`src/design/pubsub_line_frame_parser_macros.svh`:
```
// Assertion macros shared by the parser top level.
// Both sample on i_clk and are off while i_rst_n is low.
`ifndef PUBSUB_LINE_FRAME_PARSER_MACROS_SVH
`define PUBSUB_LINE_FRAME_PARSER_MACROS_SVH

// Same-cycle implication
`define PSLFP_ASSERT_NOW(lbl, ante, cons, msg) \
    lbl: assert property (@(posedge i_clk) disable iff (!i_rst_n) (ante) |-> (cons)) \
        else $error(msg);

// Next-cycle implication
`define PSLFP_ASSERT_NEXT(lbl, ante, cons, msg) \
    lbl: assert property (@(posedge i_clk) disable iff (!i_rst_n) (ante) |=> (cons)) \
        else $error(msg);

`endif

```
`src/design/pslfp_pkg.sv`:
```
package pslfp_pkg;

    // Event codes
    localparam logic [2:0] EV_TEXT      = 3'd0;
    localparam logic [2:0] EV_TOKEN     = 3'd1;
    localparam logic [2:0] EV_PAYLOAD   = 3'd2;
    localparam logic [2:0] EV_CTRL_DONE = 3'd3;
    localparam logic [2:0] EV_HDR_OK    = 3'd4;
    localparam logic [2:0] EV_HDR_DROP  = 3'd5;
    localparam logic [2:0] EV_MSG_DONE  = 3'd6;

    // Frame kinds, also the keyword slots
    localparam logic [2:0] KIND_INFO = 3'd0;
    localparam logic [2:0] KIND_PING = 3'd1;
    localparam logic [2:0] KIND_PONG = 3'd2;
    localparam logic [2:0] KIND_OK   = 3'd3;
    localparam logic [2:0] KIND_ERR  = 3'd4;
    localparam logic [2:0] KIND_MSG  = 3'd5;

    // Drop causes
    localparam logic [1:0] CAUSE_COUNT    = 2'd0;
    localparam logic [1:0] CAUSE_NO_DIGIT = 2'd1;
    localparam logic [1:0] CAUSE_OVERFLOW = 2'd2;

    // Size status bits
    localparam int ST_DIG  = 0;
    localparam int ST_STOP = 1;
    localparam int ST_OVF  = 2;

    // Characters
    localparam logic [7:0] CH_TAB   = 8'h09;
    localparam logic [7:0] CH_LF    = 8'h0A;
    localparam logic [7:0] CH_CR    = 8'h0D;
    localparam logic [7:0] CH_SPACE = 8'h20;
    localparam logic [7:0] CH_ZERO  = 8'h30;
    localparam logic [7:0] CH_NINE  = 8'h39;

    // Keyword table, padded to eight positions
    localparam int KW_NUM = 6;
    localparam logic [5:0] KW_ALL = 6'h3F;
    localparam logic [7:0] KW_TEXT [0:KW_NUM-1][0:7] = '{
        '{8'h49, 8'h4E, 8'h46, 8'h4F, 8'h20, 8'h00, 8'h00, 8'h00},
        '{8'h50, 8'h49, 8'h4E, 8'h47, 8'h00, 8'h00, 8'h00, 8'h00},
        '{8'h50, 8'h4F, 8'h4E, 8'h47, 8'h00, 8'h00, 8'h00, 8'h00},
        '{8'h2B, 8'h4F, 8'h4B, 8'h00, 8'h00, 8'h00, 8'h00, 8'h00},
        '{8'h2D, 8'h45, 8'h52, 8'h52, 8'h20, 8'h00, 8'h00, 8'h00},
        '{8'h4D, 8'h53, 8'h47, 8'h20, 8'h00, 8'h00, 8'h00, 8'h00}
    };
    localparam logic [2:0] KW_LEN [0:KW_NUM-1] = '{3'd5, 3'd4, 3'd4, 3'd3, 3'd5, 3'd4};

    // Result queue depth
    localparam int OQ_DEPTH = 4;

    // Parser mode
    typedef enum logic [6:0] {
        M_KEY       = 7'b0000001,
        M_TEXT_INFO = 7'b0000010,
        M_TEXT_ERR  = 7'b0000100,
        M_HDR       = 7'b0001000,
        M_DISCARD   = 7'b0010000,
        M_PAYLOAD   = 7'b0100000,
        M_TRAILER   = 7'b1000000
    } t_mode;

    // One result word
    typedef struct packed {
        logic [2:0]  event_res;
        logic [2:0]  frame_kind;
        logic [7:0]  data_byte;
        logic [1:0]  token_index;
        logic        has_reply;
        logic [31:0] payload_length;
        logic [1:0]  drop_cause;
        logic        last_of_run;
    } t_result;

    // Up to two results written into the queue in one cycle
    typedef struct packed {
        logic [1:0] n;
        t_result    q0;
        t_result    q1;
    } t_push;

    function automatic t_result f_result(input logic [2:0] ev, input logic [2:0] kind,
                                         input logic [7:0] data);
        t_result r;
        r = '0;
        r.event_res  = ev;
        r.frame_kind = kind;
        r.data_byte  = data;
        return r;
    endfunction

    function automatic logic f_is_space(input logic [7:0] b);
        return (b == CH_SPACE) || ((b >= CH_TAB) && (b <= CH_CR));
    endfunction

endpackage

```
`src/design/pubsub_line_frame_parser.sv`:
```
// Byte-serial parser for a CR LF line based publish/subscribe text protocol.
// One received byte is taken per cycle while the queue has room; each byte yields
// zero, one or two result words, and result words leave one per cycle while the
// receiver is ready, through a four-entry result queue, so the input sustains one
// byte per cycle as long as bytes make at most one result each (a held CR
// followed by a text byte makes two). Each byte sits in the input register, the
// whole per-byte parse runs between that register and the queue, and the queue
// head drives the outputs. Input ready drops only when the queue cannot take a
// full pair of results. LEN_BITS sets the width of the payload size counters
// (8 to 64); payload_length shows the low 32 bits.
`include "pubsub_line_frame_parser_macros.svh"

module pubsub_line_frame_parser #(
    parameter int LEN_BITS = 32
) (
    input  logic        i_clk,
    input  logic        i_rst_n,
    input  logic        i_in_valid,
    output logic        o_in_ready,
    input  logic [7:0]  i_rx_byte,
    output logic        o_out_valid,
    input  logic        i_out_ready,
    output logic [2:0]  o_event_res,
    output logic [2:0]  o_frame_kind,
    output logic [7:0]  o_data_byte,
    output logic [1:0]  o_token_index,
    output logic        o_has_reply,
    output logic [31:0] o_payload_length,
    output logic [1:0]  o_drop_cause,
    output logic        o_last_of_run
);
    import pslfp_pkg::*;

    t_push   w_push;
    logic    w_room;
    t_result w_res;
    logic    w_push_any;
    logic    w_open_pair;
    logic    w_text_word;
    logic    w_text_kind;
    logic    w_msg_word;

    // parse stage
    pslfp_core #(
        .LEN_BITS (LEN_BITS)
    ) u_core (
        .i_clk      (i_clk),
        .i_rst_n    (i_rst_n),
        .i_in_valid (i_in_valid),
        .o_in_ready (o_in_ready),
        .i_rx_byte  (i_rx_byte),
        .i_room     (w_room),
        .o_push     (w_push)
    );

    // result queue
    pslfp_ofifo u_ofifo (
        .i_clk   (i_clk),
        .i_rst_n (i_rst_n),
        .i_push  (w_push),
        .o_room  (w_room),
        .o_valid (o_out_valid),
        .i_ready (i_out_ready),
        .o_res   (w_res)
    );

    assign o_event_res      = w_res.event_res;
    assign o_frame_kind     = w_res.frame_kind;
    assign o_data_byte      = w_res.data_byte;
    assign o_token_index    = w_res.token_index;
    assign o_has_reply      = w_res.has_reply;
    assign o_payload_length = w_res.payload_length;
    assign o_drop_cause     = w_res.drop_cause;
    assign o_last_of_run    = w_res.last_of_run;

    // checks
    assign w_push_any  = (w_push.n != 2'd0);
    assign w_open_pair = o_out_valid && !o_last_of_run;
    assign w_text_word = o_out_valid && (o_event_res == EV_TEXT);
    assign w_text_kind = (o_frame_kind == KIND_INFO) || (o_frame_kind == KIND_ERR);
    assign w_msg_word  = o_out_valid && ((o_event_res == EV_PAYLOAD)
                         || (o_event_res == EV_MSG_DONE) || (o_event_res == EV_TOKEN));

    `PSLFP_ASSERT_NOW(a_push_room, w_push_any, w_room, "results pushed into a full queue")
    `PSLFP_ASSERT_NEXT(a_pair_held, w_open_pair, o_out_valid, "second result missing")
    `PSLFP_ASSERT_NOW(a_text_kind, w_text_word, w_text_kind, "text word with bad kind")
    `PSLFP_ASSERT_NOW(a_msg_kind, w_msg_word, o_frame_kind == KIND_MSG, "message word with bad kind")

endmodule

```
`src/design/pslfp_ofifo.sv`:
```
module pslfp_ofifo (
    input  logic               i_clk,
    input  logic               i_rst_n,
    input  pslfp_pkg::t_push   i_push,
    output logic               o_room,
    output logic               o_valid,
    input  logic               i_ready,
    output pslfp_pkg::t_result o_res
);
    import pslfp_pkg::*;

    localparam int AW = $clog2(OQ_DEPTH);
    localparam int CW = AW + 1;

    t_result         r_mem [OQ_DEPTH];
    logic [AW-1:0]   r_head;
    logic [AW-1:0]   r_tail;
    logic [CW-1:0]   r_count;
    logic            w_pop;

    assign o_valid = (r_count != '0);
    assign o_res   = r_mem[r_head];
    assign w_pop   = o_valid && i_ready;
    // room for a full pair of results
    assign o_room  = (r_count <= CW'(OQ_DEPTH - 2));

    // pointers and fill count
    always_ff @(posedge i_clk) begin
        if (!i_rst_n) begin
            r_head  <= '0;
            r_tail  <= '0;
            r_count <= '0;
        end else begin
            if (w_pop) begin
                r_head <= r_head + AW'(1);
            end
            r_tail  <= r_tail + AW'(i_push.n);
            r_count <= r_count + CW'(i_push.n) - CW'(w_pop);
        end
    end

    // storage
    always_ff @(posedge i_clk) begin
        if (i_push.n != 2'd0) begin
            r_mem[r_tail] <= i_push.q0;
        end
        if (i_push.n == 2'd2) begin
            r_mem[r_tail + AW'(1)] <= i_push.q1;
        end
    end

endmodule

```
`src/design/pslfp_core.sv`:
```
module pslfp_core #(
    parameter int LEN_BITS = 32
) (
    input  logic             i_clk,
    input  logic             i_rst_n,
    input  logic             i_in_valid,
    output logic             o_in_ready,
    input  logic [7:0]       i_rx_byte,
    input  logic             i_room,
    output pslfp_pkg::t_push o_push
);
    import pslfp_pkg::*;

    localparam logic [LEN_BITS-1:0] LEN_ONE = LEN_BITS'(1);

    typedef struct packed {
        t_mode                      mode;
        logic [2:0]                 kpos;
        logic [5:0]                 kcand;
        logic                       held;
        logic [2:0]                 tpos;
        logic                       intok;
        logic [1:0][LEN_BITS-1:0]   acc;
        logic [1:0][2:0]            st;
        logic [LEN_BITS-1:0]        prem;
        logic [1:0]                 trem;
    } t_lstate;

    typedef struct packed {
        t_lstate s;
        logic    emit;
        t_result r;
    } t_lstep;

    function automatic t_lstate f_start_line(input t_lstate s);
        t_lstate o;
        o       = s;
        o.mode  = M_KEY;
        o.kpos  = 3'd0;
        o.kcand = KW_ALL;
        o.held  = 1'b0;
        return o;
    endfunction

    // One byte of a line
    function automatic t_lstep f_line_byte(input t_lstate s, input logic [7:0] b);
        t_lstep                o;
        logic [5:0]            cand;
        logic [2:0]            pos;
        logic [2:0]            tp;
        logic [1:0]            idx;
        logic                  slot;
        logic [2:0]            st;
        logic [LEN_BITS+3:0]   acc_x;
        logic [LEN_BITS+3:0]   prod;
        int                    k;
        o      = '0;
        o.s    = s;
        o.emit = 1'b0;
        o.r    = f_result(EV_TEXT, KIND_INFO, 8'h00);
        cand   = s.kcand;
        pos    = s.kpos;
        tp     = s.tpos;
        idx    = 2'd0;
        slot   = 1'b0;
        st     = 3'd0;
        acc_x  = '0;
        prod   = '0;
        case (s.mode)
            M_KEY: begin
                for (k = 0; k < KW_NUM; k++) begin
                    if (cand[k] && !((s.kpos < KW_LEN[k]) && (b == KW_TEXT[k][s.kpos]))) begin
                        cand[k] = 1'b0;
                    end
                end
                if (s.kpos < 3'd7) begin
                    pos = s.kpos + 3'd1;
                end
                o.s.kcand = cand;
                o.s.kpos  = pos;
                if (cand[KIND_INFO] && (pos == 3'd5)) begin
                    o.s.mode = M_TEXT_INFO;
                end else if (cand[KIND_ERR] && (pos == 3'd5)) begin
                    o.s.mode = M_TEXT_ERR;
                end else if (cand[KIND_MSG] && (pos == 3'd4)) begin
                    o.s.mode  = M_HDR;
                    o.s.tpos  = 3'd0;
                    o.s.intok = 1'b0;
                    o.s.acc   = '0;
                    o.s.st    = '0;
                end else if (cand == 6'd0) begin
                    o.s.mode = M_DISCARD;
                end
            end
            M_TEXT_INFO: begin
                o.emit = 1'b1;
                o.r    = f_result(EV_TEXT, KIND_INFO, b);
            end
            M_TEXT_ERR: begin
                o.emit = 1'b1;
                o.r    = f_result(EV_TEXT, KIND_ERR, b);
            end
            M_HDR: begin
                if (f_is_space(b)) begin
                    o.s.intok = 1'b0;
                end else begin
                    if (!s.intok) begin
                        o.s.intok = 1'b1;
                        if (tp < 3'd5) begin
                            tp = tp + 3'd1;
                        end
                    end
                    o.s.tpos = tp;
                    // fifth and later tokens are swallowed
                    if (tp <= 3'd4) begin
                        idx           = 2'(tp - 3'd1);
                        o.emit        = 1'b1;
                        o.r           = f_result(EV_TOKEN, KIND_MSG, b);
                        o.r.token_index = idx;
                        // third and fourth tokens (index two and three) may carry the size
                        if (idx[1]) begin
                            slot = idx[0];
                            st   = s.st[slot];
                            if (!st[ST_STOP]) begin
                                if ((b >= CH_ZERO) && (b <= CH_NINE)) begin
                                    if (!st[ST_OVF]) begin
                                        acc_x = {4'd0, s.acc[slot]};
                                        prod  = (acc_x << 3) + (acc_x << 1)
                                              + {{LEN_BITS{1'b0}}, b[3:0]};
                                        if (prod[LEN_BITS+3:LEN_BITS] != 4'd0) begin
                                            st[ST_OVF] = 1'b1;
                                        end else begin
                                            o.s.acc[slot] = prod[LEN_BITS-1:0];
                                        end
                                    end
                                    st[ST_DIG] = 1'b1;
                                end else begin
                                    st[ST_STOP] = 1'b1;
                                end
                                o.s.st[slot] = st;
                            end
                        end
                    end
                end
            end
            default: begin
            end
        endcase
        return o;
    endfunction

    // CR LF seen: close the line
    function automatic t_lstep f_line_end(input t_lstate s);
        t_lstep                o;
        logic                  slot;
        logic                  accept;
        logic [LEN_BITS+31:0]  len_x;
        int                    k;
        o      = '0;
        o.s    = s;
        o.emit = 1'b0;
        o.r    = f_result(EV_CTRL_DONE, KIND_INFO, 8'h00);
        slot   = (s.tpos == 3'd4);
        accept = 1'b0;
        len_x  = {32'd0, s.acc[slot]};
        case (s.mode)
            M_KEY: begin
                for (k = int'(KIND_PING); k <= int'(KIND_OK); k++) begin
                    if (s.kcand[k] && (s.kpos == KW_LEN[k])) begin
                        o.emit = 1'b1;
                        o.r    = f_result(EV_CTRL_DONE, 3'(k), 8'h00);
                    end
                end
            end
            M_TEXT_INFO: begin
                o.emit = 1'b1;
                o.r    = f_result(EV_CTRL_DONE, KIND_INFO, 8'h00);
            end
            M_TEXT_ERR: begin
                o.emit = 1'b1;
                o.r    = f_result(EV_CTRL_DONE, KIND_ERR, 8'h00);
            end
            M_HDR: begin
                o.emit = 1'b1;
                o.r    = f_result(EV_HDR_DROP, KIND_MSG, 8'h00);
                if ((s.tpos < 3'd3) || (s.tpos > 3'd4)) begin
                    o.r.drop_cause = CAUSE_COUNT;
                end else if (!s.st[slot][ST_DIG]) begin
                    o.r.drop_cause = CAUSE_NO_DIGIT;
                end else if (s.st[slot][ST_OVF]) begin
                    o.r.drop_cause = CAUSE_OVERFLOW;
                end else begin
                    accept             = 1'b1;
                    o.r                = f_result(EV_HDR_OK, KIND_MSG, 8'h00);
                    o.r.has_reply      = slot;
                    o.r.payload_length = len_x[31:0];
                end
            end
            default: begin
            end
        endcase
        o.s = f_start_line(o.s);
        if (accept) begin
            o.s.prem = s.acc[slot];
            o.s.trem = 2'd2;
            o.s.mode = (s.acc[slot] != '0) ? M_PAYLOAD : M_TRAILER;
        end
        return o;
    endfunction

    t_lstate     r_st;
    t_lstate     n_st;
    logic        r_in_valid;
    logic [7:0]  r_in_byte;
    logic        w_consume;
    logic        w_e0;
    logic        w_e1;
    t_result     w_r0;
    t_result     w_r1;
    t_lstep      w_a;
    t_lstep      w_b;
    t_lstate     w_held_off;
    logic [1:0]  w_trem;

    assign w_consume  = r_in_valid && i_room;
    assign o_in_ready = !r_in_valid || i_room;

    // input word register
    always_ff @(posedge i_clk) begin
        if (!i_rst_n) begin
            r_in_valid <= 1'b0;
        end else if (i_in_valid && o_in_ready) begin
            r_in_valid <= 1'b1;
        end else if (w_consume) begin
            r_in_valid <= 1'b0;
        end
    end

    always_ff @(posedge i_clk) begin
        if (i_in_valid && o_in_ready) begin
            r_in_byte <= i_rx_byte;
        end
    end

    // byte step: at most two line steps, first one feeds the second
    always_comb begin
        w_held_off      = r_st;
        w_held_off.held = 1'b0;
        w_a             = f_line_byte(w_held_off, CH_CR);
        w_b             = f_line_byte(r_in_valid && r_st.held ? w_a.s : r_st, r_in_byte);
        w_trem          = (r_st.trem != 2'd0) ? (r_st.trem - 2'd1) : r_st.trem;
        n_st            = r_st;
        w_e0            = 1'b0;
        w_e1            = 1'b0;
        w_r0            = f_result(EV_TEXT, KIND_INFO, 8'h00);
        w_r1            = f_result(EV_TEXT, KIND_INFO, 8'h00);
        if (r_st.mode == M_PAYLOAD) begin
            w_e1      = 1'b1;
            w_r1      = f_result(EV_PAYLOAD, KIND_MSG, r_in_byte);
            n_st.prem = r_st.prem - LEN_ONE;
            if (r_st.prem == LEN_ONE) begin
                n_st.mode = M_TRAILER;
            end
        end else if (r_st.mode == M_TRAILER) begin
            n_st.trem = w_trem;
            if (w_trem == 2'd0) begin
                w_e1 = 1'b1;
                w_r1 = f_result(EV_MSG_DONE, KIND_MSG, 8'h00);
                n_st = f_start_line(n_st);
            end
        end else if (r_st.held) begin
            if (r_in_byte == CH_LF) begin
                n_st = f_line_end(w_held_off).s;
                w_e1 = f_line_end(w_held_off).emit;
                w_r1 = f_line_end(w_held_off).r;
            end else begin
                // held CR becomes a line byte
                w_e0 = w_a.emit;
                w_r0 = w_a.r;
                if (r_in_byte == CH_CR) begin
                    n_st      = w_a.s;
                    n_st.held = 1'b1;
                end else begin
                    n_st = w_b.s;
                    w_e1 = w_b.emit;
                    w_r1 = w_b.r;
                end
            end
        end else if (r_in_byte == CH_CR) begin
            n_st.held = 1'b1;
        end else begin
            n_st = w_b.s;
            w_e1 = w_b.emit;
            w_r1 = w_b.r;
        end
    end

    // pack results for the queue
    always_comb begin
        o_push                = '0;
        o_push.n              = w_consume ? ({1'b0, w_e0} + {1'b0, w_e1}) : 2'd0;
        o_push.q0             = w_e0 ? w_r0 : w_r1;
        o_push.q0.last_of_run = !(w_e0 && w_e1);
        o_push.q1             = w_r1;
        o_push.q1.last_of_run = 1'b1;
    end

    // parser state
    always_ff @(posedge i_clk) begin
        if (!i_rst_n) begin
            r_st <= f_start_line('0);
        end else if (w_consume) begin
            r_st <= n_st;
        end
    end

endmodule

```
`config.mk`:
```
export PLATFORM = sky130hd
export DESIGN_NAME = pubsub_line_frame_parser
export DESIGN_NICKNAME = d
export VERILOG_FILES = /design/src/design/pslfp_pkg.sv /design/src/design/pubsub_line_frame_parser.sv /design/src/design/pslfp_ofifo.sv /design/src/design/pslfp_core.sv
export VERILOG_INCLUDE_DIRS = /design/src /design/src/design
export SDC_FILE = /design/constraint.sdc
export NUM_CORES = 1
export LEC_CHECK = 0
export ABC_AREA = 1
export BUFFER_PORTS_ARGS = -buffer_cell sky130_fd_sc_hd__buf_4
export CELL_PAD_IN_SITES_DETAIL_PLACEMENT = 0
export CELL_PAD_IN_SITES_GLOBAL_PLACEMENT = 1
export CORE_ASPECT_RATIO = 1.1
export CORE_UTILIZATION = 25
export DETAILED_ROUTE_END_ITERATION = 12
export GPL_TIMING_DRIVEN = 0
export HOLD_SLACK_MARGIN = 0.02
export PLACE_DENSITY_LB_ADDON = 0.1
export SLEW_MARGIN = 30
export SYNTH_ARGS = -nofsm -noshare
export SYNTH_HDL_FRONTEND = slang
export SYNTH_SLANG_ARGS = --single-unit
```
`constraint.sdc`:
```
create_clock -name i_clk -period 10.8 [get_ports i_clk]
set_input_delay 1.62 -clock i_clk [delete_from_list [all_inputs] [get_ports i_clk]]
set_output_delay 1.62 -clock i_clk [all_outputs]
set_load 0.02 [all_outputs]
```
==> impl_metrics.yaml, run 1 <==
floorplan:
  die_h_um: 306
  start_util: 0.253
  ioPinCount: 66
  dieWidth_um: 279
  dieArea_um2: 85400
  coreArea_um2: 83300
  core.rowCount: 111
yosys:
  syn-instance-count: 2803
  ys_types: 60
  synthesis.nets: 2902
  ys_seq_area_frac: 0.435
  syn_area_um2: 21000
  yosysWarnings: 0
  ys_seq_elements: 351
  avgSynthCellArea_um2: 7.51
grt:
  grt_remaining_overflow: 0
  antenna_found_initial: 0
  grt_use_total: 0.199
  grt_max_degree: 32
  grt_pass1_vias: 19600
  grt_pass1_wl_um: 127000
pwr:
  clockPowerShare: 0.393
  power_frac_seq: 0.361
  netSwitchingFraction: 0.335
  internal_power_w: 0.00269
  comb_power_share: 0.246
  switchingPower_w: 0.00136
  power.leakage_nw: 9.76
  power_density_nw_per_um2: 165
  peakVddDrop_v: 0.000119
placement:
  port_buffers: 65
  dpl_worst_slack_ns: 4.45
  finalWeightedCongestion: 0.843
  postPlaceCellArea_um2: 23000
  dp_hpwl_um: 64500
sta:
  skew_ns: 0.0214
  worstMarginPinSlew_ns: 1.00
  postLayoutSetupSlackWorst_ns: 4.44
  relSlewSlack: 0.326
  min_period_ns: 6.36
  setup_violations: 0
  max_freq_ghz: 0.157
  rsz0062_at_grt: "no"
  final-hold-violation-count: 0
  period_share: 0.589
  slew_viol_final: 0
  tns_ns: 0
cts:
  cts_htree_levels: 2
  clockRootBuffer: "clkbuf_16"
  hold_buffers: 0
  clockBufferDepth: 3
  worst_skew_pair.late_latency_ns: 0.59
  clock_sinks: 351
  numCtsBuffers: 44
  post-cts-setup-buffers: 0
  post_cts_resized: 0
  clk_pin_slew_ns: 0.06
  cts_tree: "built"
setup_path:
  crit_fanout: 10
  endpoint_kind: "flip-flop"
  worst-endpoint-arrival_ns: 6.78
  crit_top_cell: "nand2_1"
  crit_path_start_kind: "flip-flop"
  max_stage_delay_ns: 0.67
  crit_required_ns: 11.21
  critPathKind: "flip-flop to flip-flop"
  crit_slowest_cell: "clkbuf_1"
cells_and_area:
  final_area_um2: 24500
  final_common_cell: "nand2_1"
  n_fill_cell: 9148
  post_route_cells_drive_above_1_share: 0.0877
  antenna_cells: 0
  regArea_um2: 9150
  multi_input_area_um2: 10200
  nets: 3017
  area_delta_synth_final_pct: 16.5
  layout_common_cells: "nand2_1, nor2_1, o21ai_0, inv_1, edfxtp_1"
outcome:
  status: "completed"
route:
  dr.pass1.iters: 6
  wl_per_cell_um: 21.3
  routed_via_density: 4.86
  vias: 19600
  antenna_left: 0
  totalWireLength_um: 85900
  drtIter0Drc: 1320
  drc: 0
hold_path:
  hold_class: "flip-flop to flip-flop"
job:
  drv_cap: 0
-- power groups by stage --
stage                     combinational (W)  clock [W]  sequential (W)
after detailed placement            0.00101          0         0.00149
after global placement              0.00101          0         0.00149
after global routing                0.00109    0.00168         0.00146
final                              0.000993    0.00159         0.00146
after floorplan                    0.000571          0         0.00148
after CTS                           0.00101    0.00163         0.00146
-- worst max-delay path: cells and delay by family (launching register included) --
kind | cells | cell delay (ns)
and+or+nand+nor | 22 | 3.32
DFF | 1 | 0.33
buffers and inverters | 4 | 1.13
AOI/OAI and AO/OA | 3 | 0.36
adders and majority gates | 3 | 1.02
-- sequential cells by signal, summed over array words and instances, names as in the netlist, named ones only --
name,flops
u_core.r_in_valid,1
u_core.r_in_byte,8
u_ofifo.r_tail,2
u_ofifo.r_head,2
u_core.r_st,125
u_ofifo.r_count,3
u_ofifo.r_mem,208
-- final timing paths --
| path | endpoint | slack [ns] | cells after the start | start |
|---|---|---|---|---|
| max | u_core.r_st[71]$_SDFFE_PN0P_ | 4.44 | 32 | u_core.r_st[123]$_SDFFE_PN0P_ |
| min | u_core.r_st[34]$_SDFFE_PN0P_ | 0.45 | 2 | u_core.r_st[34]$_SDFFE_PN0P_ |
| max reg2reg | u_core.r_st[71]$_SDFFE_PN0P_ | 4.44 | 32 | u_core.r_st[123]$_SDFFE_PN0P_ |
| min reg2reg | u_core.r_st[34]$_SDFFE_PN0P_ | 0.45 | 2 | u_core.r_st[34]$_SDFFE_PN0P_ |
-- Yosys cell counts (all sizes together) --
| cell | number | area share |
|---|---|---|
| and3 | 2 | 0.00059 |
| a31oi | 7 | 0.0021 |
| a211oi | 8 | 0.0029 |
| a21oi | 210 | 0.050 |
| o21bai | 7 | 0.0025 |
| o21ai | 307 | 0.074 |
| a221oi | 4 | 0.0017 |
| nand3b | 5 | 0.0018 |
| inv | 275 | 0.049 |
| clkbuf | 82 | 0.015 |
| nor4 | 13 | 0.0039 |
| and2 | 2 | 0.00071 |
| nand3 | 144 | 0.037 |
| xor2 | 14 | 0.0058 |
| buf | 49 | 0.013 |
| a22o | 1 | 0.00042 |
| o2111ai | 6 | 0.0025 |
| a311oi | 1 | 0.00042 |
| o311ai | 1 | 0.00042 |
| or2 | 12 | 0.0036 |
| mux2i | 1 | 0.00048 |
| a22oi | 2 | 0.00071 |
| o41ai | 2 | 0.00083 |
| fa | 3 | 0.0029 |
| xnor2 | 11 | 0.0046 |
| o22ai | 59 | 0.018 |
| edfxtp | 212 | 0.30 |
| clkinv | 9 | 0.0016 |
| o221ai | 5 | 0.0021 |
| a21boi | 5 | 0.0018 |
| nor2 | 466 | 0.085 |
| o32ai | 2 | 0.00083 |
| nand4 | 34 | 0.010 |
| a21o | 3 | 0.0011 |
| nor3 | 32 | 0.0089 |
| nand2 | 566 | 0.10 |
| dfxtp | 139 | 0.13 |
| o31ai | 3 | 0.0011 |
| ha | 84 | 0.050 |
| o21a | 8 | 0.0029 |
| o211ai | 7 | 0.0025 |
-- cells by family (layout without fill, tap and decap cells) --
group | Yosys count | count (layout) | share of synthesized area
AO/OA/AOI/OAI | 648 | 648 | 0.169
AND/OR/NAND/NOR | 1276 | 1276 | 0.254
buffers and inverters | 415 | 566 | 0.0787
flip-flops | 351 | 351 | 0.435
adder cells (fa/ha/maj) | 87 | 87 | 0.0528
multiplexers | 1 | 1 | 0.000476
XOR/XNOR | 25 | 25 | 0.0104
-- routing by layer --
metal  GRT usage  up-vias  share of wire
li1            -     9670              -
met1       0.264     9348           0.45
met2       0.341      465           0.48
met3      0.0232      102          0.043
met4      0.0502        0          0.024
met5           0        -              0
-- layout make-up --
class                   count  area share
clock inverters            15     0.00857
flip-flops and latches    351       0.373
clock buffers              67      0.0546
multi-input cells        2037       0.418
plain buffers             131      0.0241
inverters                 284      0.0439
well taps                1073      0.0547
repair buffers             69      0.0232
-- metrics by stage --
step                hold slack [ns]  power (W)  std cells  utilization
finish                        0.447    0.00404       4027        0.294
global route                  0.475    0.00423       4027        0.294
CTS                           0.450    0.00411       4027        0.294
detailed placement            0.442    0.00250       3945        0.276
global placement              0.435    0.00250       3941        0.275
floorplan                     0.426    0.00205       2803            -
Note: power is estimated with default switching activity, not from simulation.
==> run 2: changes to the inputs <==
- clock period: 10.8 -> 6.2 ns (I/O delays scaled with it)
==> impl_metrics.yaml, run 2 (same netlist as run 1, synthesis figures left out) <==
sta:
  worstMarginPinSlew_ns: 1.02
  skew_ns: 0.0235
  max_freq_ghz: 0.173
  min_period_ns: 5.78
  slew_viol_final: 0
  period_share: 0.933
  final-hold-violation-count: 0
  setup_violations: 0
  hold-worst-slack_ns: 0.446
  relSlewSlack: 0.314
  rsz0062_at_grt: "no"
cells_and_area:
  antenna_cells: 0
  stdcell_count: 4026
  final_common_cell: "nand2_1"
  area_delta_synth_final_pct: 16.7
  layout_common_cells: "nand2_1, nor2_1, o21ai_0, inv_1, edfxtp_1"
  regMostFlops: "u_ofifo.r_mem"
  nets: 3016
  largest_reg_flops: 208
  reg_top3: "u_ofifo.r_mem x208, u_core.r_st x125, u_core.r_in_byte x8"
  post_route_cells_drive_above_1_share: 0.0924
cts:
  clockRootBuffer: "clkbuf_16"
  clock_sinks: 351
  post-cts-setup-buffers: 0
  clk_pin_slew_ns: 0.06
  worst_skew_pair.late_latency_ns: 0.59
  cts_tree: "built"
  cts_htree_levels: 2
  numCtsBuffers: 44
  clockBufferDepth: 3
job:
  drv_cap: 0
grt:
  grt_use_total: 0.199
  grt_pass1_wl_um: 127000
  grt_pass1_vias: 19600
  antenna_found_initial: 0
  grt_remaining_overflow: 0
  grt_max_degree: 32
pwr:
  internal_power_w: 0.00468
  netSwitchingFraction: 0.335
  power_frac_seq: 0.362
  switchingPower_w: 0.00235
  power.leakage_nw: 9.78
  power_density_nw_per_um2: 286
  comb_power_share: 0.246
  peakVddDrop_v: 0.000206
  clockPowerShare: 0.392
setup_path:
  critPathKind: "flip-flop to flip-flop"
  crit_slowest_cell: "o21ai_0"
  crit_top_cell: "nand2_1"
  worst-endpoint-arrival_ns: 6.19
  max_stage_delay_ns: 0.43
  startpoint: "u_core.r_st[123]$_SDFFE_PN0P_"
  endpoint_kind: "flip-flop"
  crit_required_ns: 6.61
  crit_fanout: 19
  r2r_start: "u_core.r_st[123]$_SDFFE_PN0P_"
  crit_path_start_kind: "flip-flop"
route:
  drc: 0
  totalWireLength_um: 85900
  drtIter0Drc: 1493
  antenna_left: 0
  routed_via_density: 4.88
  dr.pass1.iters: 6
  vias: 19600
  wl_per_cell_um: 21.3
floorplan:
  dieWidth_um: 279
  dieArea_um2: 85400
  ioPinCount: 66
  start_util: 0.253
  core.rowCount: 111
  die_h_um: 306
  coreArea_um2: 83300
hold_path:
  hold_path.startpoint: "u_core.r_st[34]$_SDFFE_PN0P_"
  hold_class: "flip-flop to flip-flop"
placement:
  dp_cells: 3945
  finalWeightedCongestion: 0.843
  port_buffers: 65
  dp_hpwl_um: 64500
outcome:
  status: "completed"
[run 2: cell count changes in the layout (fill, tap and decap cells not counted), sizes merged]
cell      change
clkinvlp      +2
clkinv        -2
clkbuf        -1
[run 2: layout make-up]
| class | count | area (um2) |
|---|---|---|
| Multi-Input combinational cell | 2037 | 10300 |
| Fill cell | 9137 | 58800 |
| Buffer | 130 | 597 |
| Tap cell | 1073 | 1340 |
| Sequential cell | 351 | 9150 |
| Timing Repair Buffer | 69 | 568 |
| Clock buffer | 67 | 1340 |
| Clock inverter | 15 | 210 |
| Inverter | 284 | 1080 |
[run 2: critical path: cells and delay by family, from the launching register on]
family,cells,cell delay (ns)
compound gates,5,1.15
flops,1,0.33
simple gates,17,2.40
buf+inv,4,0.97
fa+ha+maj,2,0.72
[run 2: path summary, 6_finish.rpt]
check | end | slack (ns) | depth (start not counted)
setup reg to reg | u_core.r_st[71]$_SDFFE_PN0P_ | 0.42 | 28
hold / removal | u_core.r_st[34]$_SDFFE_PN0P_ | 0.45 | 2
setup / recovery | u_core.r_st[71]$_SDFFE_PN0P_ | 0.42 | 28
hold reg to reg | u_core.r_st[34]$_SDFFE_PN0P_ | 0.45 | 2
[run 2: power groups by stage]
stage,registers (W),clock network (W),logic (W)
4_1_cts,0.00255,0.00284,0.00176
3_3_place_gp,0.00260,0,0.00175
6_report,0.00255,0.00276,0.00173
3_5_place_dp,0.00260,0,0.00176
2_1_floorplan,0.00257,0,0.000994
5_1_grt,0.00255,0.00292,0.00189
[run 2: what timing repair did]
| action | 4_1_cts | 5_1_grt |
|---|---|---|
| gates resized for setup | 4 | 20 |
| setup endpoints to repair | 137 | 228 |
| pin swaps | 0 | 0 |
| hold buffers | 0 | 0 |
[run 2: metrics by stage]
step	instance area (um2)	power, W	worst slack [ns]	utilization	setup TNS, ns
6_report	24600	0.00704	0.418	0.295	0
5_1_grt	24600	0.00736	0.00249	0.295	0
3_5_place_dp	23000	0.00435	-0.151	0.276	-3.34
2_1_floorplan	21000	0.00357	1.82	-	0
4_1_cts	24500	0.00715	0.106	0.294	0
3_3_place_gp	22900	0.00435	-0.854	0.275	-159.26
[run 2: routing by layer]
layer  vias up  track usage  share of wire
li1       9667            -              -
met1      9411        0.264           0.45
met2       460        0.342           0.48
met3        99       0.0225          0.042
met4         0       0.0498          0.023
met5         -            0              0
